## config.mk

```make
export PLATFORM = sky130hd
export DESIGN_NAME = iommu_command_decode
export DESIGN_NICKNAME = d
export VERILOG_FILES = /design/src/hdl/icd_pkg.sv /design/src/hdl/icd_decode.sv /design/src/hdl/icd_legal.sv /design/src/hdl/icd_extract.sv /design/src/hdl/iommu_command_decode.sv
export SDC_FILE = /design/constraint.sdc
export NUM_CORES = 1
export LEC_CHECK = 0
export BUFFER_PORTS_ARGS = -buffer_cell sky130_fd_sc_hd__buf_2
export CORE_UTILIZATION = 32
export CTS_CLUSTER_DIAMETER = 200
export DETAILED_ROUTE_END_ITERATION = 10
export SYNTH_ARGS = -nofsm -noshare
export SYNTH_HDL_FRONTEND = slang
export SYNTH_SLANG_ARGS = --single-unit
export TNS_END_PERCENT = 30
```

## constraint.sdc

```tcl
create_clock -name clk_i -period 5.8 [get_ports clk_i]
set_input_delay 0.29 -clock clk_i [delete_from_list [all_inputs] [get_ports clk_i]]
set_output_delay 0.29 -clock clk_i [all_outputs]
set_load 0.03 [all_outputs]
```

## src/hdl/icd_pkg.sv

```systemverilog
// Shared types and constants for the IOMMU command decoder.
// Depends on nothing; every other file of the decoder imports it.
package icd_pkg;

  localparam int unsigned WordW     = 64;
  localparam int unsigned OpcodeW   = 7;
  localparam int unsigned Func3W    = 3;
  localparam int unsigned FlagsW    = 7;
  localparam int unsigned SmallIdW  = 20;
  localparam int unsigned LargeIdW  = 16;
  localparam int unsigned SegmentW  = 8;
  localparam int unsigned FenceDataW = 32;
  localparam int unsigned KindW     = 3;
  localparam int unsigned InDataW   = 128;
  localparam int unsigned OutDataW  = 152;

  // Opcodes in bits 6:0 of the first command word.
  localparam logic [OpcodeW-1:0] OpTinval = 7'd1;
  localparam logic [OpcodeW-1:0] OpFence  = 7'd2;
  localparam logic [OpcodeW-1:0] OpDir    = 7'd3;
  localparam logic [OpcodeW-1:0] OpAts    = 7'd4;

  // Function codes in bits 9:7.
  localparam logic [Func3W-1:0] F3First  = 3'd0;
  localparam logic [Func3W-1:0] F3Second = 3'd1;

  // Command group selected by the opcode.
  typedef enum logic [2:0] {
    CLS_NONE,
    CLS_TINVAL,
    CLS_FENCE,
    CLS_DIR,
    CLS_ATS
  } cmd_class_e;

  // Decoded command kind as delivered on the result stream.
  typedef enum logic [KindW-1:0] {
    KIND_VMA       = 3'd0,
    KIND_GVMA      = 3'd1,
    KIND_INVAL_DDT = 3'd2,
    KIND_INVAL_PDT = 3'd3,
    KIND_FENCE     = 3'd4,
    KIND_ATS_INVAL = 3'd5,
    KIND_ATS_PRGR  = 3'd6,
    KIND_ILLEGAL   = 3'd7
  } kind_e;

  // First-stage decode summary.
  typedef struct packed {
    cmd_class_e        cls;
    logic [Func3W-1:0] f3;
    logic              rsv_ok;   // all reserved bits of this group are zero
    logic              rule_ok;  // func3 and operand rules hold
    logic              wis;      // fence wired interrupt request bit
  } dec_t;

  // Result fields of one command.
  typedef struct packed {
    kind_e                 kind;
    logic [FlagsW-1:0]     flags;
    logic [SmallIdW-1:0]   small_id;
    logic [LargeIdW-1:0]   large_id;
    logic [SegmentW-1:0]   segment;
    logic [WordW-1:0]      operand;
    logic [FenceDataW-1:0] fence_data;
  } res_t;

endpackage

```

## src/hdl/icd_decode.sv

```systemverilog
// Opcode decode and reserved-bit checks for one command word pair.
// Depends on icd_pkg.
module icd_decode (
  input  logic [icd_pkg::WordW-1:0] cmd_lo_i,
  input  logic [icd_pkg::WordW-1:0] cmd_hi_i,
  output icd_pkg::dec_t             dec_o
);
  import icd_pkg::*;

  logic [OpcodeW-1:0] op;
  logic [Func3W-1:0]  f3;
  logic               f3_first;
  logic               f3_second;

  assign op        = cmd_lo_i[6:0];
  assign f3        = cmd_lo_i[9:7];
  assign f3_first  = (f3 == F3First);
  assign f3_second = (f3 == F3Second);

  // Pick the group and apply its reserved-field and operand rules.
  always_comb begin
    dec_o.f3      = f3;
    dec_o.wis     = cmd_lo_i[13];
    dec_o.cls     = CLS_NONE;
    dec_o.rsv_ok  = 1'b0;
    dec_o.rule_ok = 1'b0;
    unique case (op)
      OpTinval: begin
        dec_o.cls     = CLS_TINVAL;
        dec_o.rsv_ok  = ~|{cmd_lo_i[15:13], cmd_lo_i[39:36], cmd_lo_i[63:56],
                           cmd_hi_i[63:52]};
        // A global invalidate must not carry a process context.
        dec_o.rule_ok = f3_first | (f3_second & ~cmd_lo_i[10]);
      end
      OpDir: begin
        dec_o.cls     = CLS_DIR;
        dec_o.rsv_ok  = ~|{cmd_lo_i[15:11], cmd_lo_i[39:36], cmd_lo_i[63:56],
                           cmd_hi_i};
        // Device-table invalidate takes no process id; process-table needs DV.
        dec_o.rule_ok = (f3_first & ~|cmd_lo_i[35:16]) | (f3_second & cmd_lo_i[10]);
      end
      OpFence: begin
        dec_o.cls     = CLS_FENCE;
        dec_o.rsv_ok  = ~|{cmd_lo_i[31:14], cmd_hi_i[1:0]};
        dec_o.rule_ok = f3_first;
      end
      OpAts: begin
        dec_o.cls     = CLS_ATS;
        dec_o.rsv_ok  = ~|{cmd_lo_i[39:36], cmd_lo_i[15:12]};
        dec_o.rule_ok = f3_first | f3_second;
      end
      default: begin
        dec_o.cls = CLS_NONE;
      end
    endcase
  end

endmodule

```

## src/hdl/icd_legal.sv

```systemverilog
// Final legality decision and kind assignment from the decode summary.
// Depends on icd_pkg.
module icd_legal (
  input  icd_pkg::dec_t dec_i,
  input  logic          wired_irq_i,
  output icd_pkg::kind_e kind_o
);
  import icd_pkg::*;

  logic legal;

  // A fence asking for a wired interrupt is refused when none is wired.
  assign legal = dec_i.rsv_ok & dec_i.rule_ok &
                 ~((dec_i.cls == CLS_FENCE) & dec_i.wis & ~wired_irq_i);

  // Map the group and function code onto the result kind.
  always_comb begin
    kind_o = KIND_ILLEGAL;
    if (legal) begin
      unique case (dec_i.cls)
        CLS_TINVAL: kind_o = dec_i.f3[0] ? KIND_GVMA : KIND_VMA;
        CLS_DIR:    kind_o = dec_i.f3[0] ? KIND_INVAL_PDT : KIND_INVAL_DDT;
        CLS_FENCE:  kind_o = KIND_FENCE;
        CLS_ATS:    kind_o = dec_i.f3[0] ? KIND_ATS_PRGR : KIND_ATS_INVAL;
        default:    kind_o = KIND_ILLEGAL;
      endcase
    end
  end

endmodule

```

## src/hdl/icd_extract.sv

```systemverilog
// Operand extraction per command kind; fields that do not apply are zero.
// Depends on icd_pkg.
module icd_extract (
  input  icd_pkg::kind_e            kind_i,
  input  logic [icd_pkg::WordW-1:0] cmd_lo_i,
  input  logic [icd_pkg::WordW-1:0] cmd_hi_i,
  output icd_pkg::res_t             res_o
);
  import icd_pkg::*;

  always_comb begin
    res_o            = '0;
    res_o.kind       = kind_i;
    unique case (kind_i)
      KIND_VMA, KIND_GVMA: begin
        res_o.flags    = {4'b0, cmd_lo_i[10], cmd_lo_i[11], cmd_lo_i[12]};
        res_o.small_id = cmd_lo_i[35:16];
        res_o.large_id = cmd_lo_i[55:40];
        res_o.operand  = {12'b0, cmd_hi_i[51:0]};
      end
      KIND_INVAL_DDT, KIND_INVAL_PDT: begin
        res_o.flags    = {3'b0, cmd_lo_i[10], 3'b0};
        res_o.small_id = cmd_lo_i[35:16];
        res_o.large_id = cmd_lo_i[55:40];
      end
      KIND_FENCE: begin
        res_o.flags      = {cmd_lo_i[13], cmd_lo_i[11], cmd_lo_i[10], 2'b0,
                            cmd_lo_i[12], 1'b0};
        res_o.operand    = cmd_hi_i;
        res_o.fence_data = cmd_lo_i[63:32];
      end
      KIND_ATS_INVAL, KIND_ATS_PRGR: begin
        res_o.flags    = {3'b0, cmd_lo_i[10], cmd_lo_i[11], 2'b0};
        res_o.small_id = cmd_lo_i[35:16];
        res_o.segment  = cmd_lo_i[47:40];
        res_o.large_id = cmd_lo_i[63:48];
        res_o.operand  = cmd_hi_i;
      end
      default: begin
        // Illegal command: kind only, every field zero.
        res_o.kind = KIND_ILLEGAL;
      end
    endcase
  end

endmodule

```

## src/hdl/iommu_command_decode.sv

```systemverilog
// Top level of the IOMMU command decoder: three-stage pipeline and stream ports.
// Depends on icd_pkg, icd_decode, icd_legal and icd_extract.
//
//   Channel  | Direction | Contents
//   s_axis   | in        | tdata = command_low[63:0], command_high[127:64]
//   m_axis   | out       | tuser = kind; tdata = flags .. fence_data
//   cfg      | in        | wired_irq_supported, written when cfg_we_i is high
//
// Each request passes three register stages: decode, legality, extraction.
// A result passes the decode, legality and extraction registers before it is valid
// on m_axis; one request can be taken every cycle unless a stall on m_axis has
// filled the stages. Reset clears the stage valid bits and the register.
// A stall on m_axis holds each stage only while the stage ahead is full, so
// bubbles are squeezed out and nothing is dropped or repeated.
module iommu_command_decode (
  input  logic                          clk_i,
  input  logic                          rst_ni,
  // Configuration write
  input  logic                          cfg_we_i,
  input  logic                          cfg_wdata_i,
  // Command input
  input  logic                          s_axis_tvalid,
  output logic                          s_axis_tready,
  // [63:0] command_low, [127:64] command_high
  input  logic [icd_pkg::InDataW-1:0]   s_axis_tdata,
  // Result output
  output logic                          m_axis_tvalid,
  input  logic                          m_axis_tready,
  // [6:0] flags, [26:7] small_id, [42:27] large_id, [50:43] segment,
  // [114:51] operand, [146:115] fence_data, [151:147] zero
  output logic [icd_pkg::OutDataW-1:0]  m_axis_tdata,
  // [2:0] kind
  output logic [icd_pkg::KindW-1:0]     m_axis_tuser
);
  import icd_pkg::*;

  logic             wired_irq_q;
  logic             v1_q, v2_q, v3_q;
  logic             adv1, adv2, adv3;
  logic [WordW-1:0] lo1_q, hi1_q, lo2_q, hi2_q;
  dec_t             dec_d, dec1_q;
  kind_e            kind_d, kind2_q;
  res_t             res_d, res3_q;

  // Configuration register.
  always_ff @(posedge clk_i or negedge rst_ni) begin
    if (!rst_ni) begin
      wired_irq_q <= 1'b0;
    end else if (cfg_we_i) begin
      wired_irq_q <= cfg_wdata_i;
    end
  end

  // A stage moves when it is empty or the stage ahead moves.
  assign adv3          = ~v3_q | m_axis_tready;
  assign adv2          = ~v2_q | adv3;
  assign adv1          = ~v1_q | adv2;
  assign s_axis_tready = adv1;

  always_ff @(posedge clk_i or negedge rst_ni) begin
    if (!rst_ni) begin
      v1_q <= 1'b0;
      v2_q <= 1'b0;
      v3_q <= 1'b0;
    end else begin
      if (adv1) v1_q <= s_axis_tvalid;
      if (adv2) v2_q <= v1_q;
      if (adv3) v3_q <= v2_q;
    end
  end

  // Stage one: opcode decode and reserved-bit checks.
  icd_decode u_decode (
    .cmd_lo_i (s_axis_tdata[63:0]),
    .cmd_hi_i (s_axis_tdata[127:64]),
    .dec_o    (dec_d)
  );

  always_ff @(posedge clk_i) begin
    if (adv1 && s_axis_tvalid) begin
      dec1_q <= dec_d;
      lo1_q  <= s_axis_tdata[63:0];
      hi1_q  <= s_axis_tdata[127:64];
    end
  end

  // Stage two: legality and kind.
  icd_legal u_legal (
    .dec_i       (dec1_q),
    .wired_irq_i (wired_irq_q),
    .kind_o      (kind_d)
  );

  always_ff @(posedge clk_i) begin
    if (adv2 && v1_q) begin
      kind2_q <= kind_d;
      lo2_q   <= lo1_q;
      hi2_q   <= hi1_q;
    end
  end

  // Stage three: field extraction into the output register.
  icd_extract u_extract (
    .kind_i   (kind2_q),
    .cmd_lo_i (lo2_q),
    .cmd_hi_i (hi2_q),
    .res_o    (res_d)
  );

  always_ff @(posedge clk_i) begin
    if (adv3 && v2_q) begin
      res3_q <= res_d;
    end
  end

  // Output packing.
  assign m_axis_tvalid = v3_q;
  assign m_axis_tuser  = res3_q.kind;
  assign m_axis_tdata  = {5'b0, res3_q.fence_data, res3_q.operand, res3_q.segment,
                          res3_q.large_id, res3_q.small_id, res3_q.flags};

endmodule

```

After elaboration in Yosys (flattened, before gate mapping)
Cells that the tools add are included.

Register bits after elaboration: 420. Input bits: 134. Word-level logic and storage cells: 85.

Equality and inequality tests: 15. Reductions and logical operators: 21. Bitwise gates (word level): 19. Mux-type cells: 9.

Operator list (number): $pmux 64 s2 (1); $reduce_or 81->1 (1); $pmux 36 s2 (1); $reduce_or 20->1 (2); $pmux 7 s4 (1); $reduce_or 27->1 (1); $pmux 3 s4 (2); $eq 7x2->1 const B (2); $eq 3x2->1 const B (4); $eq 3x3->1 const B (4); $eq 3x1->1 const B (3); $pmux 2 s4 (1); $reduce_or 8->1 (1); $and 1x1->1 (7); $eq 7x1->1 const B (1); $eq 7x3->1 const B (1); $reduce_or 7->1 (1); $logic_not 3->1 (2); $not 1->1 (6); $or 1x1->1 (6); $reduce_or 2->1 (3); $logic_not 1->1 (5); $reduce_or 4->1 (1); $logic_and 1x1->1 (3); other kinds (3) (4).

Logic depth before layout (Yosys ltp)
Depth in word-level cells: 5. Gate-level depth with buffers: 6. Gate-level depth less buffers: 5.

Hierarchy
From an unflattened synthesis, not the netlist that was laid out.

Cells, all modules: 727. Area total of the unflattened synthesis: 14642.8 um^2.

Modules (own cells, without submodules): iommu_command_decode (instances 1, area an instance 12782.3 um^2, seq. area each 12652.1 um^2, cells an instance 438); icd_extract (instances 1, area an instance 1372.6 um^2, seq. area each 0.0 um^2, cells an instance 220); icd_decode (instances 1, area an instance 415.4 um^2, seq. area each 0.0 um^2, cells an instance 58); icd_legal (instances 1, area an instance 72.6 um^2, seq. area each 0.0 um^2, cells an instance 11).

Worst setup path before layout
Ideal clock, no wire load.

Path type: reg-to-reg. Start point: reg v3_q, in the netlist m_axis_tvalid. End point: reg res3_q, in the netlist m_axis_tdata[0] (enable). Cell stages (with the launch flop): 3. Required time: 5273 ps. Path slack: 1215 ps. Data arrival time: 4058 ps. Buffers on the path: 0. Cells stage by stage: dfrtp_1 -> nand2b_1 -> and2_1.

Cells in the longest elaborated chain, start to end: 3.

RTL lines: start: declaration (line iommu_command_decode.sv:38) `logic v1_q, v2_q, v3_q;`; start signal: assignment (line iommu_command_decode.sv:68) `if (adv3) v3_q <= v2_q;`; $not 1->1 (line iommu_command_decode.sv:55) `assign adv3 = ~v3_q | m_axis_tready;`; $or 1x1->1 (line iommu_command_decode.sv:55); $logic_and 1x1->1 (line iommu_command_decode.sv:111) `if (adv3 && v2_q) begin`; end signal: assignment (line iommu_command_decode.sv:112) `res3_q <= res_d;`; end: declaration (line iommu_command_decode.sv:43) `res_t res_d, res3_q;`.

No other way between the ends. A chain may end at the register's enable or synchronous reset.

==> flow_summary.toml <==
[outcome]
status = "finished, final reports clean"

[global_routing]
antenna_violations_before_repair = 3
grt_start_max_net_pins = 99
grt_pass1_wl_um = 45500
first_global_vias = 7813
grt.total_usage = 0.140
grt_remaining_overflow = 0

[clocking]
tritoncts = "done"
cts_num_sinks = 395
tritoncts.num_buffers = 43
clock_latency_ps = 560
maximum_clock_path_buffer_count = 3
cts.root.buffer_cell = "sky130_fd_sc_hd__clkbuf_16"
clock_transition_at_path_regs_ps = 60
cts_setup_buffers = 0
clock_tree.htree_level_count = 2

[synthesis]
area_fraction_in_and_or_nand_and_nor_cells_after_synthesis = 0.0945
combinational_family_with_the_most_area_after_synthesis = "simple AND/OR/NAND/NOR gates"
postSynthCellCount = 694
synth_top_cell_area_share = 0.868
yosys-mux-area-fraction = 0.000833
synth.top_cells.by_area = "sky130_fd_sc_hd__edfxtp_1, sky130_fd_sc_hd__and2_1, sky130_fd_sc_hd__nor4_1, sky130_fd_sc_hd__dfrtp_1, sky130_fd_sc_hd__nor3_1"
post_synth_xor_area_fraction = 0.00130
mappedNetlistArea_mm2 = 0.0135
yosys.area_share.adder = 0
yosys_register_bits = 395
synth_top_cell_by_area = "sky130_fd_sc_hd__edfxtp_1"
synth_compound_area_frac = 0.0134
average_footprint_of_a_synthesized_cell_um2 = 19.5
synth.yosys.warnings = 0
post_synth_num_cell_types = 38
seq_area_frac_synth = 0.876

[setup_path]
critical_path_arrival_ps = 2960
critPathRequiredTime_ps = 6220
start_kind = "primary input"
cp-end-kind = "register"
worst-setup-path-type = "primary input to register"
worst-path-max-fanout = 2

[floorplan]
floorplan.initialDensity = 0.327
core_region_area_mm2 = 0.0413
floorplan.io_pins = 291
die-width_um = 208
row_count = 74
die-height_um = 208
die_area_mm2 = 0.0431

[placed_design]
portBuffers = 285
place.gp.congestion = 0.749
hpwlAfterDp_um = 19400

[sta]
setup_repair_after_global_routing_missed_its_margin = "false"
maximum_operating_frequency_ghz = 0.393
worst_pin_slew_ps = 1020
min_period_over_period = 0.439
tns_ps = 0
fin_crit_ps = 2550
worst_slew_margin_rel = 0.322
worst_clock_skew_ps = 24.3
final_max_slew_viol_count = 0
finalSetupViolations = 0
hold_viol = 0

[final_layout]
synthToLayoutAreaGrowth_pct = 34.7
commonest_cells_after_routing_fill_and_taps_aside = "sky130_fd_sc_hd__edfxtp_1, sky130_fd_sc_hd__buf_2, sky130_fd_sc_hd__dlygate4sd3_1"
utilization = 0.441
drive_gt1_frac = 0.308
most_common_cell_after_layout_fill_and_taps_aside = "sky130_fd_sc_hd__edfxtp_1"
finish.net_count = 1267

[drt]
total_via_count_in_the_routed_design = 7520
detail_route.wl_per_cell_um = 17.9
drt_pre_antenna_iters = 5
antenna_left = 0
dr.first_iter.drc_count = 405
drc_errors = 0
totalWireLength_um = 30500
vias_per_cell = 4.42

[pwr]
worst_ir_drop_vdd_mv = 0.274
p_per_area_mw_per_mm2 = 372
total_leakage_power_nw = 6.91

[min_path]
worst_hold_path_type = "primary input to register"

[job]
drv.max_cap_violation_count = 0
==> worst max-delay path: stages <==
cell and delay (ps):
sky130_fd_sc_hd__dlygate4sd3_1 540, sky130_fd_sc_hd__buf_2 130, sky130_fd_sc_hd__nor4_1 490, sky130_fd_sc_hd__nand4_1 360
sky130_fd_sc_hd__o31ai_1 340, sky130_fd_sc_hd__a31oi_1 110, sky130_fd_sc_hd__nor3_1 130, sky130_fd_sc_hd__dlygate4sd3_1 560
==> cells in the mapped netlist <==
master / number
sky130_fd_sc_hd__xnor2_1: 1
sky130_fd_sc_hd__mux2_2: 1
sky130_fd_sc_hd__nand4b_1: 1
sky130_fd_sc_hd__nor2b_1: 2
sky130_fd_sc_hd__nand2b_1: 9
sky130_fd_sc_hd__buf_2: 1
sky130_fd_sc_hd__a21boi_0: 1
sky130_fd_sc_hd__nand3b_1: 2
sky130_fd_sc_hd__nand2_1: 23
sky130_fd_sc_hd__a32o_1: 1
sky130_fd_sc_hd__and2_1: 109
sky130_fd_sc_hd__o21ai_1: 1
sky130_fd_sc_hd__and3_1: 8
sky130_fd_sc_hd__or4_1: 2
sky130_fd_sc_hd__a32oi_1: 1
sky130_fd_sc_hd__inv_1: 18
sky130_fd_sc_hd__a21oi_1: 3
sky130_fd_sc_hd__nand4_1: 7
sky130_fd_sc_hd__buf_4: 5
sky130_fd_sc_hd__dfrtp_1: 4
sky130_fd_sc_hd__a2111o_1: 1
sky130_fd_sc_hd__edfxtp_1: 391
sky130_fd_sc_hd__nor2_1: 11
sky130_fd_sc_hd__o31ai_1: 1
sky130_fd_sc_hd__o41ai_1: 1
sky130_fd_sc_hd__a211o_1: 1
sky130_fd_sc_hd__nor3_1: 19
sky130_fd_sc_hd__xor2_1: 1
sky130_fd_sc_hd__or3_2: 1
sky130_fd_sc_hd__or3_1: 1
sky130_fd_sc_hd__o22ai_1: 1
sky130_fd_sc_hd__o21ai_0: 16
sky130_fd_sc_hd__nand3_1: 3
sky130_fd_sc_hd__clkbuf_1: 21
sky130_fd_sc_hd__conb_1: 1
sky130_fd_sc_hd__nor4_1: 21
sky130_fd_sc_hd__a31oi_1: 2
sky130_fd_sc_hd__or4_4: 1
==> power by group <==
| part | switching, mW | internal, mW | leakage (nW) | total [mW] |
|---|---|---|---|---|
| combinational | 0.424 | 0.183 | 2.38 | 0.606 |
| clock | 1.09 | 1.59 | 0.659 | 2.68 |
| sequential | 0.0703 | 3.43 | 3.87 | 3.50 |
| total | 1.58 | 5.20 | 6.91 | 6.78 |
==> per-stage QoR <==
stage                     power [mW]  area (um2)  setup WS, ps  hold WS, ps  cells
after global routing            7.02       18200          3100         67.5   1701
after global placement          4.10       15600          3310         96.0   1497
final                           6.78       18200          3250         72.3   1701
after floorplan                 3.89       13500          1210        -5.59    698
after CTS                       6.88       18200          3220         24.6   1699
after detailed placement        4.11       15600          3260         99.5   1497
==> state kept, by name (all words and copies together), names as in the netlist <==
| register | flops |
|---|---|
| kind2_q | 3 |
| v2_q | 1 |
| wired_irq_q | 1 |
| hi2_q | 64 |
| m_axis_tdata | 147 |
| lo2_q | 52 |
| m_axis_tuser | 3 |
| v1_q | 1 |
| dec1_q | 5 |
| hi1_q | 64 |
| lo1_q | 53 |
| m_axis_tvalid | 1 |
==> cell type report <==
| type | count | area, um2 |
|---|---|---|
| fillers | 3592 | 23100 |
| multi-input cells | 258 | 1520 |
| clock inverters | 28 | 275 |
| clock buffers | 51 | 1110 |
| inverters | 18 | 67.6 |
| repair buffers | 417 | 2740 |
| well taps | 532 | 666 |
| flip-flops and latches | 395 | 11800 |
| diodes | 2 | 5.00 |
==> kinds of logic (layout without fill, tap and decap cells) <==
logic type / Yosys count / after routing
other: 1 / 7
DFF: 395 / 395
xor gates and xnor gates: 2 / 2
AOI/OAI and AO/OA: 30 / 30
and+or+nand+nor: 220 / 220
buffers and inverters: 45 / 514
muxes: 1 / 1
==> worst paths after layout <==
kind	cells after the start	from	end	slack [ps]
max	8	s_axis_tdata[26]	dec1_q[1]	3250
min	4	m_axis_tready	v2_q	70
max reg2reg	4	kind2_q[2]	m_axis_tdata[119]	3370
min reg2reg	0	hi1_q[56]	hi2_q[56]	400
max in group asynchronous	2	rst_ni	v1_q	5590
min in group asynchronous	2	rst_ni	m_axis_tvalid	80
==> per-layer routing <==
metal	GRT usage	share of wire
met1	0.174	0.42
met4	0.0587	0.025
met3	0.0349	0.062
met5	0	0.00043
met2	0.233	0.49
==> timing repair <==
item,CTS,global route
hold buffers,123,0
setup endpoints to repair,0,0
gates resized for setup,0,0
endpoints found under the hold margin,124,0
Power figures use the tool's default switching activity.
